--- src/slsr_pkg.sv ---
`timescale 1ns / 1ps
package slsr_pkg;

  localparam int SCAN_SLOTS    = 64;
  localparam int QUEUE_DEPTH   = 16;
  localparam int KEY_MAP_BYTES = 4;
  localparam int KEY_BYTES_RAW = ((SCAN_SLOTS / 2) + 7) / 8;
  localparam int KEY_BYTES     = (KEY_BYTES_RAW > KEY_MAP_BYTES) ? KEY_MAP_BYTES : KEY_BYTES_RAW;
  localparam int PTR_W         = (QUEUE_DEPTH > 1) ? $clog2(QUEUE_DEPTH) : 1;
  localparam int FILL_W        = $clog2(QUEUE_DEPTH + 1);
  localparam int BEAT_W        = $clog2(KEY_BYTES + 2);
  localparam int ENTRY_W       = 24;

  // link command codes
  localparam logic [7:0] CMD_IDLE      = 8'h9F;
  localparam logic [7:0] CMD_TASK_HB   = 8'h91;
  localparam logic [7:0] CMD_TASK_SCAN = 8'h92;
  localparam logic [7:0] CMD_TASK_RGB  = 8'h93;
  localparam logic [7:0] CMD_TASK_OLED = 8'h94;
  localparam logic [7:0] CMD_KEY_REQ   = 8'h40;
  localparam logic [7:0] CMD_KEY_RESP  = 8'h41;
  localparam logic [7:0] CMD_SLOT      = 8'hC0;
  localparam logic [7:0] CMD_PARAM     = 8'hC1;
  localparam logic [7:0] CMD_ACK       = 8'hF0;
  localparam logic [7:0] CMD_NACK      = 8'hF1;

  typedef enum logic [1:0] {
    OP_FRAME     = 2'd0,
    OP_TAKE      = 2'd1,
    OP_CONSUME   = 2'd2,
    OP_KEY_WRITE = 2'd3
  } op_t;

  typedef enum logic [1:0] {
    KIND_REPLY = 2'd0,
    KIND_SLOT  = 2'd1,
    KIND_PARAM = 2'd2,
    KIND_TASK  = 2'd3
  } kind_t;

  typedef enum logic [1:0] {
    JOB_REPLY  = 2'd0,
    JOB_KEYS   = 2'd1,
    JOB_REPORT = 2'd2,
    JOB_TASK   = 2'd3
  } job_kind_t;

  typedef struct packed {
    logic [1:0] opcode;
    logic [3:0] frame_len;
    logic [7:0] cmd_byte;
    logic [7:0] arg_first;
    logic [7:0] arg_second;
    logic [1:0] key_byte_index;
    logic [7:0] key_byte_value;
  } req_t;

  typedef struct packed {
    logic [1:0] result_kind;
    logic [7:0] reply_byte;
    logic       reply_last;
    logic [7:0] slot_index;
    logic       slot_down;
    logic [7:0] param_index;
    logic [7:0] param_value;
    logic [2:0] task_code;
  } rsp_t;

  typedef struct packed {
    logic               push;
    logic               pop;
    logic [ENTRY_W-1:0] push_data;
  } q_ctl_t;

  typedef struct packed {
    logic full;
    logic empty;
  } q_stat_t;

  typedef struct packed {
    job_kind_t                     kind;
    logic [7:0]                    reply;
    logic [2:0]                    task_code;
    logic [KEY_MAP_BYTES-1:0][7:0] keys;
  } job_t;

endpackage

--- src/split_link_slave_responder_core.sv ---
`timescale 1ns / 1ps
// Slave-side responder for a split-keyboard link. Each request transfer is one event: a received
// frame, a take-task, a consume or a local key byte write. Events with at most one result are
// taken one per cycle while not stalled, and the next event is accepted while the previous
// result still waits in the output register. A key-state request yields a header plus 4 key
// bytes, so it holds the result path until its last byte is out; this single result register,
// fed one result per cycle while not stalled, sets the rate. Slot and parameter frames are
// queued in a 16-entry single-port-read RAM with a registered read; the popped entry is read at
// the consume transfer and then reported. No clearing pass is needed after reset.
module split_link_slave_responder_core (
  input  logic           clk,
  input  logic           rst,
  input  logic           req_valid,
  output logic           req_stall,
  input  slsr_pkg::req_t req,
  output logic           rsp_valid,
  input  logic           rsp_stall,
  output slsr_pkg::rsp_t rsp
);

  logic                                  take;
  logic                                  accept;
  logic [2:0]                            pending_task;
  logic                                  received_flag;
  logic [slsr_pkg::KEY_MAP_BYTES-1:0][7:0] key_map;
  slsr_pkg::q_ctl_t                      q_ctl;
  slsr_pkg::q_stat_t                     q_stat;
  logic [slsr_pkg::ENTRY_W-1:0]          rd_data;
  slsr_pkg::job_t                        job_in;
  logic                                  job_load;
  logic [2:0]                            pending_task_next;
  logic                                  received_flag_next;
  logic                                  is_task_cmd;

  // no transfer is taken while in reset
  assign req_stall = rst || !take;
  assign accept    = req_valid && !req_stall;

  assign is_task_cmd = (req.cmd_byte == slsr_pkg::CMD_TASK_HB)
                    || (req.cmd_byte == slsr_pkg::CMD_TASK_SCAN)
                    || (req.cmd_byte == slsr_pkg::CMD_TASK_RGB)
                    || (req.cmd_byte == slsr_pkg::CMD_TASK_OLED);

  always_comb begin
    job_in             = '0;
    job_in.kind        = slsr_pkg::JOB_REPLY;
    job_in.keys        = key_map;
    job_load           = 1'b0;
    q_ctl              = '0;
    q_ctl.push_data    = {req.arg_second, req.arg_first, req.cmd_byte};
    pending_task_next  = pending_task;
    received_flag_next = received_flag;
    if (accept) begin
      unique case (slsr_pkg::op_t'(req.opcode))
        slsr_pkg::OP_FRAME: begin
          if (req.frame_len != '0) begin
            priority if (req.cmd_byte == slsr_pkg::CMD_IDLE) begin
              job_load     = 1'b1;
              job_in.reply = (pending_task != '0) ? slsr_pkg::CMD_NACK : slsr_pkg::CMD_ACK;
            end else if (is_task_cmd) begin
              job_load          = 1'b1;
              job_in.reply      = slsr_pkg::CMD_ACK;
              pending_task_next = 3'(req.cmd_byte - slsr_pkg::CMD_TASK_HB + 8'd1);
            end else if (req.cmd_byte == slsr_pkg::CMD_KEY_REQ) begin
              job_load    = 1'b1;
              job_in.kind = slsr_pkg::JOB_KEYS;
            end else if (req.cmd_byte == slsr_pkg::CMD_SLOT
                      || req.cmd_byte == slsr_pkg::CMD_PARAM) begin
              job_load           = 1'b1;
              job_in.reply       = slsr_pkg::CMD_ACK;
              q_ctl.push         = 1'b1;
              received_flag_next = 1'b1;
            end else begin
              job_load = 1'b0;
            end
          end
        end
        slsr_pkg::OP_TAKE: begin
          job_load          = 1'b1;
          job_in.kind       = slsr_pkg::JOB_TASK;
          job_in.task_code  = pending_task;
          pending_task_next = '0;
        end
        slsr_pkg::OP_CONSUME: begin
          if (received_flag) begin
            received_flag_next = 1'b0;
            if (!q_stat.empty) begin
              q_ctl.pop   = 1'b1;
              job_load    = 1'b1;
              job_in.kind = slsr_pkg::JOB_REPORT;
            end
          end
        end
        slsr_pkg::OP_KEY_WRITE: job_load = 1'b0;
        default: job_load = 1'b0;
      endcase
    end
  end

  always_ff @(posedge clk) begin
    if (rst) begin
      pending_task  <= '0;
      received_flag <= 1'b0;
      key_map       <= '0;
    end else begin
      pending_task  <= pending_task_next;
      received_flag <= received_flag_next;
      if (accept && slsr_pkg::op_t'(req.opcode) == slsr_pkg::OP_KEY_WRITE) begin
        key_map[req.key_byte_index] <= req.key_byte_value;
      end
    end
  end

  slsr_queue u_queue (
    .clk     (clk),
    .rst     (rst),
    .ctl     (q_ctl),
    .stat    (q_stat),
    .rd_data (rd_data)
  );

  slsr_emitter u_emitter (
    .clk       (clk),
    .rst       (rst),
    .job_load  (job_load),
    .job_in    (job_in),
    .rd_data   (rd_data),
    .take      (take),
    .rsp_valid (rsp_valid),
    .rsp_stall (rsp_stall),
    .rsp       (rsp)
  );

endmodule

--- src/slsr_queue.sv ---
`timescale 1ns / 1ps
module slsr_queue (
  input  logic                        clk,
  input  logic                        rst,
  input  slsr_pkg::q_ctl_t            ctl,
  output slsr_pkg::q_stat_t           stat,
  output logic [slsr_pkg::ENTRY_W-1:0] rd_data
);

  logic [slsr_pkg::ENTRY_W-1:0] mem [slsr_pkg::QUEUE_DEPTH];
  logic [slsr_pkg::PTR_W-1:0]   wr_ptr;
  logic [slsr_pkg::PTR_W-1:0]   rd_ptr;
  logic [slsr_pkg::FILL_W-1:0]  fill;
  logic                         do_push;
  logic                         do_pop;

  function automatic logic [slsr_pkg::PTR_W-1:0] ptr_inc(input logic [slsr_pkg::PTR_W-1:0] p);
    logic [slsr_pkg::PTR_W-1:0] r;
    if (p == slsr_pkg::PTR_W'(slsr_pkg::QUEUE_DEPTH - 1)) r = '0;
    else r = p + 1'b1;
    return r;
  endfunction

  assign stat.full  = (fill == slsr_pkg::FILL_W'(slsr_pkg::QUEUE_DEPTH));
  assign stat.empty = (fill == '0);
  // a full queue drops the entry
  assign do_push    = ctl.push && !stat.full;
  assign do_pop     = ctl.pop && !stat.empty;

  always_ff @(posedge clk) begin
    if (rst) begin
      wr_ptr <= '0;
      rd_ptr <= '0;
      fill   <= '0;
    end else begin
      if (do_push) wr_ptr <= ptr_inc(wr_ptr);
      if (do_pop) rd_ptr <= ptr_inc(rd_ptr);
      unique case ({do_push, do_pop})
        2'b10:   fill <= fill + 1'b1;
        2'b01:   fill <= fill - 1'b1;
        default: fill <= fill;
      endcase
    end
  end

  // read and write never meet on one entry: an entry is only popped once pushed earlier
  always_ff @(posedge clk) begin
    if (do_push) mem[wr_ptr] <= ctl.push_data;
    if (do_pop) rd_data <= mem[rd_ptr];
  end

  a_fill_bound: assert property (@(posedge clk) disable iff (rst)
    fill <= slsr_pkg::FILL_W'(slsr_pkg::QUEUE_DEPTH))
    else $error("queue fill beyond depth");

  a_pop_count: assert property (@(posedge clk) disable iff (rst)
    (do_pop && !do_push) |=> (fill == $past(fill) - 1'b1))
    else $error("pop did not lower fill");

endmodule

--- src/slsr_emitter.sv ---
`timescale 1ns / 1ps
module slsr_emitter (
  input  logic                         clk,
  input  logic                         rst,
  input  logic                         job_load,
  input  slsr_pkg::job_t               job_in,
  input  logic [slsr_pkg::ENTRY_W-1:0] rd_data,
  output logic                         take,
  output logic                         rsp_valid,
  input  logic                         rsp_stall,
  output slsr_pkg::rsp_t               rsp
);

  logic                        job_valid;
  slsr_pkg::job_t              job;
  logic [slsr_pkg::BEAT_W-1:0] beat;
  slsr_pkg::rsp_t              cur;
  logic                        cur_last;
  logic                        move;
  logic                        done;
  logic [1:0]                  key_sel;
  logic [7:0]                  q_cmd;

  assign key_sel = 2'(beat - slsr_pkg::BEAT_W'(1));
  assign q_cmd   = rd_data[7:0];

  always_comb begin
    cur      = '0;
    cur_last = 1'b1;
    unique case (job.kind)
      slsr_pkg::JOB_REPLY: begin
        cur.result_kind = slsr_pkg::KIND_REPLY;
        cur.reply_byte  = job.reply;
        cur.reply_last  = 1'b1;
      end
      slsr_pkg::JOB_KEYS: begin
        cur.result_kind = slsr_pkg::KIND_REPLY;
        cur_last        = (beat == slsr_pkg::BEAT_W'(slsr_pkg::KEY_BYTES));
        cur.reply_last  = cur_last;
        if (beat == '0) cur.reply_byte = slsr_pkg::CMD_KEY_RESP;
        else cur.reply_byte = job.keys[key_sel];
      end
      slsr_pkg::JOB_REPORT: begin
        if (q_cmd == slsr_pkg::CMD_SLOT) begin
          cur.result_kind = slsr_pkg::KIND_SLOT;
          cur.slot_index  = rd_data[15:8];
          cur.slot_down   = |rd_data[23:16];
        end else begin
          cur.result_kind = slsr_pkg::KIND_PARAM;
          cur.param_index = rd_data[15:8];
          cur.param_value = rd_data[23:16];
        end
      end
      slsr_pkg::JOB_TASK: begin
        cur.result_kind = slsr_pkg::KIND_TASK;
        cur.task_code   = job.task_code;
      end
      default: cur = '0;
    endcase
  end

  assign move = job_valid && (!rsp_valid || !rsp_stall);
  assign done = move && cur_last;
  assign take = !job_valid || done;

  always_ff @(posedge clk) begin
    if (rst) begin
      job_valid <= 1'b0;
      rsp_valid <= 1'b0;
      beat      <= '0;
    end else begin
      if (take) job_valid <= job_load;
      if (take) beat <= '0;
      else if (move) beat <= beat + 1'b1;
      if (move) rsp_valid <= 1'b1;
      else if (!rsp_stall) rsp_valid <= 1'b0;
    end
  end

  always_ff @(posedge clk) begin
    if (job_load) job <= job_in;
    if (move) rsp <= cur;
  end

  a_beat_bound: assert property (@(posedge clk) disable iff (rst)
    job_valid |-> (beat <= slsr_pkg::BEAT_W'(slsr_pkg::KEY_BYTES)))
    else $error("key beat past last byte");

  a_report_cmd: assert property (@(posedge clk) disable iff (rst)
    (job_valid && job.kind == slsr_pkg::JOB_REPORT) |->
      (q_cmd == slsr_pkg::CMD_SLOT || q_cmd == slsr_pkg::CMD_PARAM))
    else $error("queued entry carries an unknown command");

endmodule
--- config.mk ---
export PLATFORM = sky130hd
export DESIGN_NAME = split_link_slave_responder_core
export DESIGN_NICKNAME = d
export VERILOG_FILES = /design/src/slsr_pkg.sv /design/src/split_link_slave_responder_core.sv /design/src/slsr_queue.sv /design/src/slsr_emitter.sv
export SDC_FILE = /design/constraint.sdc
export NUM_CORES = 1
export LEC_CHECK = 0
export ABC_AREA = 0
export ABC_CLOCK_PERIOD_IN_PS = 4400
export BUFFER_PORTS_ARGS = -buffer_cell sky130_fd_sc_hd__buf_2
export CAP_MARGIN = 40
export CORE_MARGIN = 4
export CORE_UTILIZATION = 35
export DETAILED_ROUTE_END_ITERATION = 10
export GPL_TIMING_DRIVEN = 0
export SLEW_MARGIN = 10
export SYNTH_ARGS = -nofsm -noshare
export SYNTH_HDL_FRONTEND = slang
export SYNTH_HIERARCHICAL = 1
export SYNTH_SLANG_ARGS = --single-unit
--- constraint.sdc ---
create_clock -name clk -period 4.4 [get_ports clk]
set_input_delay 0.44 -clock clk [delete_from_list [all_inputs] [get_ports clk]]
set_output_delay 0.44 -clock clk [all_outputs]
set_load 0.1 [all_outputs]
# ---- Word-level counts from Yosys, hierarchy flattened
# Memories as Yosys holds them, arrays and structs flattened. A register that Yosys moved wholly into a read port is not among the register bits.
# Index checks and enable logic that the tools add are counted.
# W data, S select, Z words.
dict set report classes {
  n_addsub 8
  multipliers 0
  n_div 0
  order_cmp 3
  n_eq_ne 28
  n_shift 0
  muxes 55
  n_bitwise 1
  n_reduce_logical 39
}
# operator count
set ops {}
lappend ops {{$eq A8 B8 Y1 const B} 8}
lappend ops {{$mux W8} 7}
lappend ops {{$bwmux W32} 1}
lappend ops {{$mux W1} 28}
lappend ops {{$pmux W9 S2} 1}
lappend ops {{$bmux W8 S2} 1}
lappend ops {{$demux W8 S2} 1}
lappend ops {{$ne A2 B2 Y1 const B} 6}
lappend ops {{$pmux W2 S3} 2}
lappend ops {{$eq A2 B2 Y1 const B} 5}
lappend ops {{$mux W10} 1}
lappend ops {{$pmux W5 S2} 1}
lappend ops {{$mux W3} 3}
lappend ops {{$add A4 B1 Y4 const B} 2}
lappend ops {{$eq A4 B4 Y1 const B} 2}
lappend ops {{$eq A8 B7 Y1 const B} 1}
lappend ops {{$mux W2} 4}
lappend ops {{$mux W4} 2}
lappend ops {{$reduce_or A8 Y1} 1}
lappend ops {{$logic_and A1 B1 Y1} 7}
lappend ops {{$logic_not A1 Y1} 7}
lappend ops {{$logic_or A1 B1 Y1} 7}
lappend ops {{$reduce_and A7 Y1} 1}
lappend ops {{$add A3 B1 Y3 const B} 2}
lappend ops {{24 further kinds} 33}
dict set report word_totals {
  register_bits 138
  latch_bits 0
  mem_bits_rw 384
  mem_bits_ro 0
  out_inout_bits 41
  word_cells 162
  memories 1
}
# memory depth word_bits rd rd_clocked_by_memory_dff wr line_no
set mem_list {}
lappend mem_list {u_queue.mem 16 24 1 1 1 slsr_queue.sv:10} ;# logic [slsr_pkg::ENTRY_W-1:0] mem [slsr_pkg::QUEUE_DEPTH];

# ---- Logic depth before layout (Yosys ltp)
# Gate-level depths: netlist (run 1).
dict set report depth {
  word_depth 13
  ltp_mapped 17
  depth_no_buf 16
}

# ---- Modules after synthesis
# The synthesis (run 1) kept the hierarchy.
# mod instances cells_each area_each_um2 seq_area_each_um2
set modules_own_cells {}
lappend modules_own_cells {slsr_queue 1 718 15940.3 12512.0}
lappend modules_own_cells {slsr_emitter 1 195 3415.8 2622.5}
lappend modules_own_cells {split_link_slave_responder_core 1 173 1645.3 720.7}

# ---- Worst setup path after synthesis (run 1)
# Ideal clock, no wire load.
dict set report synth_path {
  path_kind {register -> register}
  start {reg u_emitter.rsp_valid}
  end {reg u_emitter/job[0] (netlist name), enable pin}
  setup_time_ns 0.475
  arrival_time_ns 4.618
  t_required_ns 3.925
  slack_ns -0.693
  path_stages_with_launch 7
  path_buffers 0
  period_less_slack_ns 5.093
  cell_sequence {dfxtp_1 > a32oi_1 > nand2b_1 > nand2b_1 > nor2_1 > o21ai_0 > a41oi_1}
}
dict set report synth_via {
  elab_chain_cells 10
}
# item line_no
set synth_rtl {}
lappend synth_rtl {{start: declaration} slsr_emitter.sv:9} ;# output logic rsp_valid,
lappend synth_rtl {{start signal: assignment} slsr_emitter.sv:69} ;# rsp_valid <= 1'b0;
lappend synth_rtl {{start signal: assignment} slsr_emitter.sv:75} ;# if (move) rsp_valid <= 1'b1;
lappend synth_rtl {{start signal: assignment} slsr_emitter.sv:76} ;# else if (!rsp_stall) rsp_valid <= 1'b0;
lappend synth_rtl {{$logic_not A1 Y1} slsr_emitter.sv:62} ;# assign move = job_valid && (!rsp_valid || !rsp_stall);
lappend synth_rtl {{$logic_or A1 B1 Y1} slsr_emitter.sv:62}
lappend synth_rtl {{$logic_and A1 B1 Y1} slsr_emitter.sv:62}
lappend synth_rtl {{$logic_and A1 B1 Y1} slsr_emitter.sv:63} ;# assign done = move && cur_last;
lappend synth_rtl {{$logic_or A1 B1 Y1} slsr_emitter.sv:64} ;# assign take = !job_valid || done;
lappend synth_rtl {{named net take} split_link_slave_responder_core.sv:21} ;# logic take;
lappend synth_rtl {{$logic_not A1 Y1} split_link_slave_responder_core.sv:36} ;# assign req_stall = rst || !take;
lappend synth_rtl {{$logic_or A1 B1 Y1} split_link_slave_responder_core.sv:36}
lappend synth_rtl {{named net req_stall} split_link_slave_responder_core.sv:14} ;# output logic req_stall,
lappend synth_rtl {{$logic_not A1 Y1} split_link_slave_responder_core.sv:37} ;# assign accept = req_valid && !req_stall;
lappend synth_rtl {{$logic_and A1 B1 Y1} split_link_slave_responder_core.sv:37}
lappend synth_rtl {{$mux W1} split_link_slave_responder_core.sv:53} ;# if (accept) begin
lappend synth_rtl {{named net job_load} split_link_slave_responder_core.sv:30} ;# logic job_load;
lappend synth_rtl {{end signal: assignment} slsr_emitter.sv:81} ;# if (job_load) job <= job_in;
lappend synth_rtl {{end: declaration} slsr_emitter.sv:15} ;# slsr_pkg::job_t job;
# The timed path passes the listed nets, and every way through them passes these cells.
# A chain may end at the register's enable or synchronous reset.

==> results.py, run 1 <==
metrics = {
    "run_status": {
        "outcome": "complete, no violations",
    },
    "power": {
        "leakagePower_nw": 7.98,
        "peakVddDrop_v": 0.000283,
        "power_density_nw_per_um2": 412,
    },
    "cts": {
        "cts_buffer_depth": 3,
        "cts_made_buffers": 53,
        "cts-htree-levels": 2,
        "insertion_delay_ns": 0.60,
        "clock-sinks": 546,
        "cts_tree": "done",
        "path_clk_slew_ns": 0.06,
        "cts-root-buf": "clkbuf_16",
    },
    "die": {
        "start_util_pct": 35.4,
        "rows": 89,
        "die_height_um": 253,
        "die_area_sq_um": 64000,
        "boundaryPins": 85,
        "die-width_um": 253,
        "core-area_sq_um": 59200,
    },
    "critical_path": {
        "slowest_stage": "or3_4",
        "cp_cell_sequence": "buf_6 -> inv_1 -> ha_1 -> nand2_1 -> a32oi_4 -> nand2b_1 -> nand3b_1 -> or3_4 -> nor2_4 -> a21boi_4 -> inv_1 -> ha_1 -> ha_1 -> a21oi_1 -> a21oi_1 -> or4_1 -> a21oi_1",
        "crit_family": "simple AND/OR/NAND/NOR gates",
        "cp.arrival_ns": 4.71,
        "cp-end-kind": "register",
        "required_ns": 4.91,
        "crit_path_max_incr_delay_ns": 0.47,
        "crit_type": "register to register",
        "crit_buf_inv": 3,
        "cp_max_fo": 10,
        "critical_path.startpoint_type": "register",
    },
    "detailed_routing": {
        "viasPerCell": 5.13,
        "drt-initial-drc-count": 836,
        "wl_per_cell_um": 22.7,
        "drc": 0,
        "vias": 10633,
        "dr.pass1.iters": 5,
        "ant_nets": 0,
        "drt_wl_total_um": 47000,
    },
    "logic_synthesis": {
        "avgSynthCellArea_sq_um": 19.4,
        "netlist_area_sq_um": 21000,
        "yosysWarnings": 6,
        "synthCells": 1085,
    },
    "global_route": {
        "grtUsageTotal_pct": 14.7,
        "grt_pass1_wl_um": 70400,
        "first_global_vias": 11066,
        "gr-total-overflow": 0,
        "antenna_found_initial": 3,
        "grt_max_degree": 30,
    },
    "timing": {
        "finalCriticalPeriod_ns": 4.20,
        "fin_worst_skew_ns": 0.0237,
        "finalCritPeriodShare_pct": 95.4,
        "hold_viol_final": 0,
        "slew_violations": 0,
        "fmax_mhz": 238,
        "rsz0062_at_grt": "false",
        "finalSetupViolations": 0,
        "maxSlewHeadroom_pct": 35.5,
        "tightest_slew_ns": 0.959,
        "hold_ws_ns": 0.150,
    },
    "cells_and_area": {
        "mostFrequentLayoutCell": "edfxtp_1",
        "finalNetCount": 1313,
        "layout_common_cells": "edfxtp_1, mux4_2, buf_2",
        "nFillCells": 5218,
        "drive_gt1_share_pct": 27.1,
        "multi_input_area_sq_um": 5010,
        "ff_latch_area_sq_um": 15900,
        "area_delta_synth_final_pct": 18.3,
        "instances_no_fill": 2072,
    },
    "place": {
        "place.gp.congestion": 0.737,
        "dp_hpwl_um": 30800,
        "io_buffers": 84,
        "dp_cells": 1970,
    },
    "job": {
        "max-cap-violations": 0,
    },
    "worst_hold_path": {
        "hp-class": "input pin to register",
    },
}
flip-flops by register name, summed over array words and instances, names as in the netlist, 3 cells and up:
signal           count
u_queue/wr_ptr       4
pending_task         3
u_emitter/beat       3
job_in              32
u_queue/mem        384
u_queue/rd_data     24
u_emitter/rsp       39
u_emitter/job       45
u_queue/rd_ptr       4
u_queue/fill         5
worst reg2reg max path, delay by kind of cell (launching register included):
kind	cells	cell delay [ns]
AND/OR/NAND/NOR	6	1.65
adder cells (fa/ha/maj)	3	0.80
buffers and inverters	3	0.31
AO/OA/AOI/OAI	5	1.04
flip-flops	1	0.33
metrics by stage:
stage                     TNS [ns]  power (mW)  setup WS, ns  cell area, sq um  util (%)
final                            0        10.2         0.203             24800      41.9
after global routing             0        10.6       0.00979             24800      41.9
after CTS                        0        10.4       0.00250             24800      41.9
after detailed placement    -57.93        5.96        -0.538             23100      39.0
after global placement     -571.00        5.95         -1.81             22400      37.8
after floorplan                  0        5.85        0.0692             21000         -
repair_timing:
action	in CTS	in global routing
pin swaps	1	0
endpoints found under the hold margin	0	0
resized for setup	2	4
endpoints found under the setup margin	262	43
hold buffers	0	0
setup buffers	4	1
area by class of cell:
cell class / instances / share of cell area (%)
buffer: 51 / 1.13
sequential: 546 / 63.8
clock inverter: 24 / 1.05
multi-input combinational: 473 / 20.2
antenna: 3 / 0.0302
timing repair buffer: 115 / 3.95
clock buffer: 70 / 5.68
tap: 773 / 3.89
inverter: 17 / 0.257
routing by layer:
layer / GRT usage [%] / share of wire, %
met1: 20.5 / 44
met2: 24.2 / 49
met3: 2.69 / 4.9
met4: 3.62 / 1.9
met5: 0 / 0
path summary, 6_finish.rpt:
path                          start                 to  slack (ns)  depth (start not counted)
setup / recovery  u_emitter/beat[0]    u_queue/fill[4]        0.20                         17
hold / removal               req[3]         job_in[19]        0.15                          3
setup reg to reg  u_emitter/beat[0]    u_queue/fill[4]        0.20                         17
hold reg to reg          job_in[24]  u_emitter/job[24]        0.43                          0
power breakdown:
| part | switching, mW | internal (mW) | leakage [nW] |
|---|---|---|---|
| registers | 0.00652 | 5.65 | 4.93 |
| clock network | 1.88 | 2.49 | 0.802 |
| logic | 0.149 | 0.0468 | 2.24 |
| total | 2.04 | 8.19 | 7.98 |
No activity file was read; power rests on OpenSTA's default activity.
==> run 2: changes to the inputs <==
Settings changed: CORE_UTILIZATION 35 to 55, PLACE_DENSITY set to 0.75, SKIP_LAST_GASP set to 1.
==> run 2 against run 1 <==
  * Sequential cell count is the same
  * First-iteration DRC count grew 25%
  * Setup slack gained 0.086 ns
  * Critical path depth is the same
  * Register-to-register slack gained 0.09 ns
  * Sequential power is essentially flat
  * Critical path type unchanged
  * Critical endpoint unchanged
  * Largest power group unchanged
==> results.py, run 2 (synthesized netlist as in run 1, its figures left out) <==
metrics = {
    "detailed_routing": {
        "wl_met2_um": 23800,
        "drt_wl_total_um": 46500,
        "top_layer": "met4",
        "wl_met3_um": 3720,
        "ant_nets": 0,
        "vias": 10952,
        "drt-initial-drc-count": 1044,
        "viasPerCell": 6.05,
        "met1_length_um": 17800,
        "dr.pass1.iters": 5,
        "drc": 0,
        "wl_per_cell_um": 25.7,
    },
    "critical_path": {
        "required_ns": 4.92,
        "crit_family": "simple AND/OR/NAND/NOR gates",
        "cp.arrival_ns": 4.63,
        "crit_type": "register to register",
        "crit_path_max_incr_delay_ns": 0.48,
        "critical_path.startpoint_type": "register",
        "crit_buf_inv": 3,
        "slowest_stage": "or4_1",
        "cp-end-kind": "register",
        "cp_max_fo": 10,
        "cp_cell_sequence": "buf_6 -> inv_1 -> ha_1 -> nand2_1 -> a32oi_2 -> nand2b_1 -> nand3b_1 -> or3_1 -> nor2_4 -> a21boi_4 -> inv_1 -> ha_1 -> ha_1 -> a21oi_1 -> a21oi_1 -> or4_1 -> a21oi_1",
    },
    "cts": {
        "cts_tree": "done",
        "cts-root-buf": "clkbuf_16",
        "clock-sinks": 546,
        "insertion_delay_ns": 0.61,
        "path_clk_slew_ns": 0.06,
        "cts-htree-levels": 2,
        "cts_made_buffers": 53,
        "cts_buffer_depth": 3,
        "hold_buffers": 0,
    },
    "place": {
        "dp_cells": 1706,
        "dp_hpwl_um": 29400,
        "io_buffers": 84,
        "place.gp.congestion": 0.787,
        "dpl_worst_slack_ns": -0.552,
        "place_area_sq_um": 22800,
    },
    "cells_and_area": {
        "drive_gt1_share_pct": 27.4,
        "top_register": "u_queue/mem",
        "largestRegisters": "u_queue/mem (384), u_emitter/job (45), u_emitter/rsp (39)",
        "instances_no_fill": 1809,
        "multi_input_area_sq_um": 4990,
        "nFillCells": 2451,
        "ff_latch_area_sq_um": 15900,
        "fin_util_pct": 65.2,
        "mostFrequentLayoutCell": "edfxtp_1",
        "largest_reg_flops": 384,
        "finalNetCount": 1313,
        "layout_common_cells": "edfxtp_1, mux4_2, buf_2",
        "area_delta_synth_final_pct": 17.0,
        "fin_area_sq_um": 24600,
    },
    "timing": {
        "slew_violations": 0,
        "hold_viol_final": 0,
        "tightest_slew_ns": 0.937,
        "finalCritPeriodShare_pct": 93.4,
        "timing.final.ws_setup_ns": 0.289,
        "finalSetupViolations": 0,
        "hold_ws_ns": 0.134,
        "maxSlewHeadroom_pct": 37.5,
        "finalCriticalPeriod_ns": 4.11,
        "fmax_mhz": 243,
        "fin_worst_skew_ns": 0.0207,
        "rsz0062_at_grt": "false",
        "setup_tns_ns": 0,
    },
    "power": {
        "power_density_nw_per_um2": 419,
        "peakVddDrop_v": 0.000397,
        "finalPower_mw": 10.3,
        "leakagePower_nw": 8.03,
    },
    "die": {
        "die_height_um": 203,
        "core-area_sq_um": 37700,
        "boundaryPins": 85,
        "die-width_um": 203,
        "start_util_pct": 55.7,
        "rows": 71,
        "die_area_sq_um": 41400,
    },
    "run_status": {
        "outcome": "complete, no violations",
    },
    "global_route": {
        "gr-total-overflow": 0,
        "grt_pass1_wl_um": 70000,
        "grt_max_degree": 40,
        "antenna_found_initial": 2,
        "first_global_vias": 11160,
        "grtUsageTotal_pct": 22.8,
    },
    "job": {
        "max-cap-violations": 0,
    },
    "worst_hold_path": {
        "hp-class": "input pin to register",
    },
}
==> run 2: cell count changes in the layout (fill, tap and decap cells not counted), moves of 2 or more <==
cell      previous run  this run
clkinv_1             8         6
clkinv_4             0         4
diode_2              3         1
clkbuf_1            42        39
buf_6               12         8
clkinv_2             5         8
buf_12               7         1
buf_16               9        15
==> run 2: worst reg2reg max path: stages (launching register included) <==
cell and delay [ns]:
dfxtp_1 0.33, buf_6 0.17, inv_1 0.07, ha_1 0.17, nand2_1 0.09, a32oi_2 0.32
nand2b_1 0.19, nand3b_1 0.12, or3_1 0.47, nor2_4 0.23, a21boi_4 0.27, inv_1 0.07
ha_1 0.27, ha_1 0.35, a21oi_1 0.20, a21oi_1 0.11, or4_1 0.48, a21oi_1 0.15
==> run 2: timing repair <==
item	4_1_cts	5_1_grt
resized for setup	2	2
pin swaps	1	1
endpoints found under the setup margin	298	2
buffers inserted	2	3
==> run 2: layout make-up <==
type / count / share of cell area, %
tap: 511 / 2.60
inverter: 17 / 0.260
timing repair buffer: 115 / 4.14
clock inverter: 28 / 1.26
buffer: 51 / 1.14
clock buffer: 67 / 5.74
antenna: 1 / 0.0102
multi-input combinational: 473 / 20.3
sequential: 546 / 64.5
==> run 2: final timing paths <==
kind	start	end	slack, ns	depth (start not counted)
setup / recovery	u_emitter/beat[0]	u_queue/fill[4]	0.29	17
hold / removal	req[5]	job_in[21]	0.13	3
setup reg to reg	u_emitter/beat[0]	u_queue/fill[4]	0.29	17
hold reg to reg	job_in[0]	u_emitter/job[0]	0.43	0
==> run 2: per-layer routing <==
metal | GRT usage (%) | vias up
li1 | - | 4722
met1 | 30.2 | 5631
met2 | 39.1 | 505
met3 | 4.74 | 94
met4 | 6.65 | 0
met5 | 0 | -
==> run 2: where the power goes <==
group	total, mW	internal (mW)	switching, mW
Combinational	0.188	0.0433	0.145
Clock	4.45	2.57	1.88
Sequential	5.66	5.65	0.00579
Total	10.3	8.27	2.03
==> run 3: changes to the inputs <==
Settings changed: CTS_BUF_LIST set to sky130_fd_sc_hd__clkbuf_8, PLACE_DENSITY 0.75 to 0.83.
==> run 3 against run 2 <==
  * Setup slack worse by 0.038 ns
  * Critical path depth unchanged
  * Sequential share of layout area up 0.58 points
  * Clock skew up 0.019 ns
  * Global-route usage down 0.40 points
  * Via count up 1.8%
  * Critical endpoint unchanged
==> results.py, run 3 (synthesized netlist as in run 1, its figures left out) <==
metrics = {
    "cts": {
        "cts_made_buffers": 83,
        "cts-root-buf": "clkbuf_8",
        "hold_buffers": 0,
        "insertion_delay_ns": 0.63,
        "clock-sinks": 546,
        "cts-htree-levels": 3,
        "cts_buffer_depth": 3,
        "cts_tree": "done",
        "path_clk_slew_ns": 0.06,
    },
    "die": {
        "boundaryPins": 85,
        "die_area_sq_um": 41400,
        "die_height_um": 203,
        "rows": 71,
        "die-width_um": 203,
        "core-area_sq_um": 37700,
        "start_util_pct": 55.7,
    },
    "worst_hold_path": {
        "min-delay-start": "req[7]",
        "hp-class": "input pin to register",
        "whs_path_depth": 3,
        "whs_endpoint": "job_in[31]",
    },
    "cells_and_area": {
        "top_register": "u_queue/mem",
        "largestRegisters": "u_queue/mem (384), u_emitter/job (45), u_emitter/rsp (39)",
        "mostFrequentLayoutCell": "edfxtp_1",
        "largest_reg_flops": 384,
        "fin_util_pct": 64.6,
        "instances_no_fill": 1853,
        "finalNetCount": 1339,
        "layout_common_cells": "edfxtp_1, mux4_2, buf_2",
        "area_delta_synth_final_pct": 16.0,
        "drive_gt1_share_pct": 28.1,
        "antenna_cells": 0,
    },
    "global_route": {
        "grtUsageTotal_pct": 22.4,
        "grt_pass1_wl_um": 69400,
        "antenna_found_initial": 0,
        "gr-total-overflow": 0,
        "first_global_vias": 11626,
        "grt_max_degree": 34,
    },
    "place": {
        "dp_hpwl_um": 29200,
        "place.gp.congestion": 0.819,
        "io_buffers": 84,
        "dp_cells": 1703,
        "dpl_worst_slack_ns": -0.443,
    },
    "detailed_routing": {
        "drt-initial-drc-count": 1326,
        "vias": 11146,
        "viasPerCell": 6.02,
        "ant_nets": 0,
        "dr.pass1.iters": 5,
        "drc": 0,
        "wl_per_cell_um": 24.9,
        "drt_wl_total_um": 46000,
    },
    "power": {
        "finalPower_mw": 9.84,
        "leakagePower_nw": 8.08,
        "peakVddDrop_v": 0.000253,
        "power_density_nw_per_um2": 404,
    },
    "run_status": {
        "outcome": "complete, no violations",
    },
    "critical_path": {
        "cp.arrival_ns": 4.67,
        "cp_max_fo": 10,
        "rr_startpoint": "u_emitter/beat[0]",
        "required_ns": 4.92,
        "reg2regPathDepth": 17,
        "critical_path.startpoint_type": "register",
        "cp-end-kind": "register",
        "r2r_slack_ns": 0.25,
        "crit_type": "register to register",
        "slowest_stage": "or4_1",
        "r2r-end": "u_queue/fill[4]",
        "cp_cell_sequence": "buf_6 -> inv_1 -> ha_1 -> nand2_1 -> a32oi_2 -> nand2b_2 -> nand3b_1 -> or3_1 -> nor2_2 -> a21boi_4 -> inv_1 -> ha_1 -> ha_1 -> a21oi_1 -> a21oi_1 -> or4_1 -> a21oi_1",
        "crit_path_max_incr_delay_ns": 0.47,
    },
    "timing": {
        "maxSlewHeadroom_pct": 36.7,
        "fin_worst_skew_ns": 0.0397,
        "finalCriticalPeriod_ns": 4.15,
        "slew_violations": 0,
        "fmax_mhz": 241,
        "finalSetupViolations": 0,
        "finalCritPeriodShare_pct": 94.3,
        "setup_tns_ns": 0,
        "hold_viol_final": 0,
        "timing.final.ws_setup_ns": 0.251,
        "tightest_slew_ns": 0.941,
    },
    "job": {
        "max-cap-violations": 0,
    },
}
-- run 3: changes by cell type in the layout (fill, tap and decap cells not counted), sizes merged --
cell,previous run,this run
inv,19,53
buf,136,132
diode,1,0
clkinv,19,13
clkbuf,96,116
clkdlybuf4s15,0,1
-- run 3: worst max-delay path, delay by kind of cell (launching register included) --
family                   cells  cell delay, ns
flip-flops                   1            0.32
buffers and inverters        3            0.29
AND/OR/NAND/NOR              6            1.62
adder cells (fa/ha/maj)      3            0.77
AO/OA/AOI/OAI                5            1.05
-- run 3: how the worst max path moves through the flow --
stage	to	slack (ns)	from
final	u_queue/fill[4]	0.25	u_emitter/beat[0]
after global routing	u_queue/fill[4]	-0.06	u_emitter/beat[0]
after CTS	u_queue/fill[4]	0.05	u_emitter/beat[0]
after detailed placement	u_queue/fill[4]	-0.44	u_emitter/beat[0]
after global placement	u_queue/mem[12][10]	-1.39	u_emitter/beat[0]
after floorplan	u_queue/fill[4]	0.07	u_emitter/rsp_valid
-- run 3: where the power goes --
group | internal, mW | switching [mW]
sequential | 5.65 | 0.00667
clock | 2.14 | 1.85
combinational | 0.0432 | 0.144
-- run 3: stage by stage --
| stage | hold slack [ns] | cell area (sq um) |
|---|---|---|
| 6_report | 0.112 | 24300 |
| 4_1_cts | 0.0797 | 24300 |
| 5_1_grt | 0.111 | 24300 |
| 3_5_place_dp | 0.416 | 22700 |
| 3_3_place_gp | 0.413 | 22100 |
| 2_1_floorplan | 0.408 | 21000 |
-- run 3: per-layer routing --
metal / global-route usage, % / up-vias / wire length (um)
met5: 0 / - / 0
li1: - / 4781 / -
met2: 37.2 / 592 / 23400
met3: 5.44 / 95 / 4360
met4: 7.71 / 0 / 1170
met1: 29.7 / 5678 / 17100
-- run 3: layout make-up --
type	instances	area, sq um
Fill cell	2410	13300
Clock inverter	56	377
Tap cell	511	639
Buffer	51	280
Sequential cell	546	15900
Inverter	17	63.8
Multi-Input combinational cell	473	4990
Timing Repair Buffer	111	933
Clock buffer	88	1210
-- run 3: what timing repair did --
action / 4_1_cts / 5_1_grt
hold endpoints to repair: 0 / 0
setup buffers: 2 / 3
pin swaps: 1 / 0
gates resized for setup: 2 / 2
endpoints found under the setup margin: 193 / 41
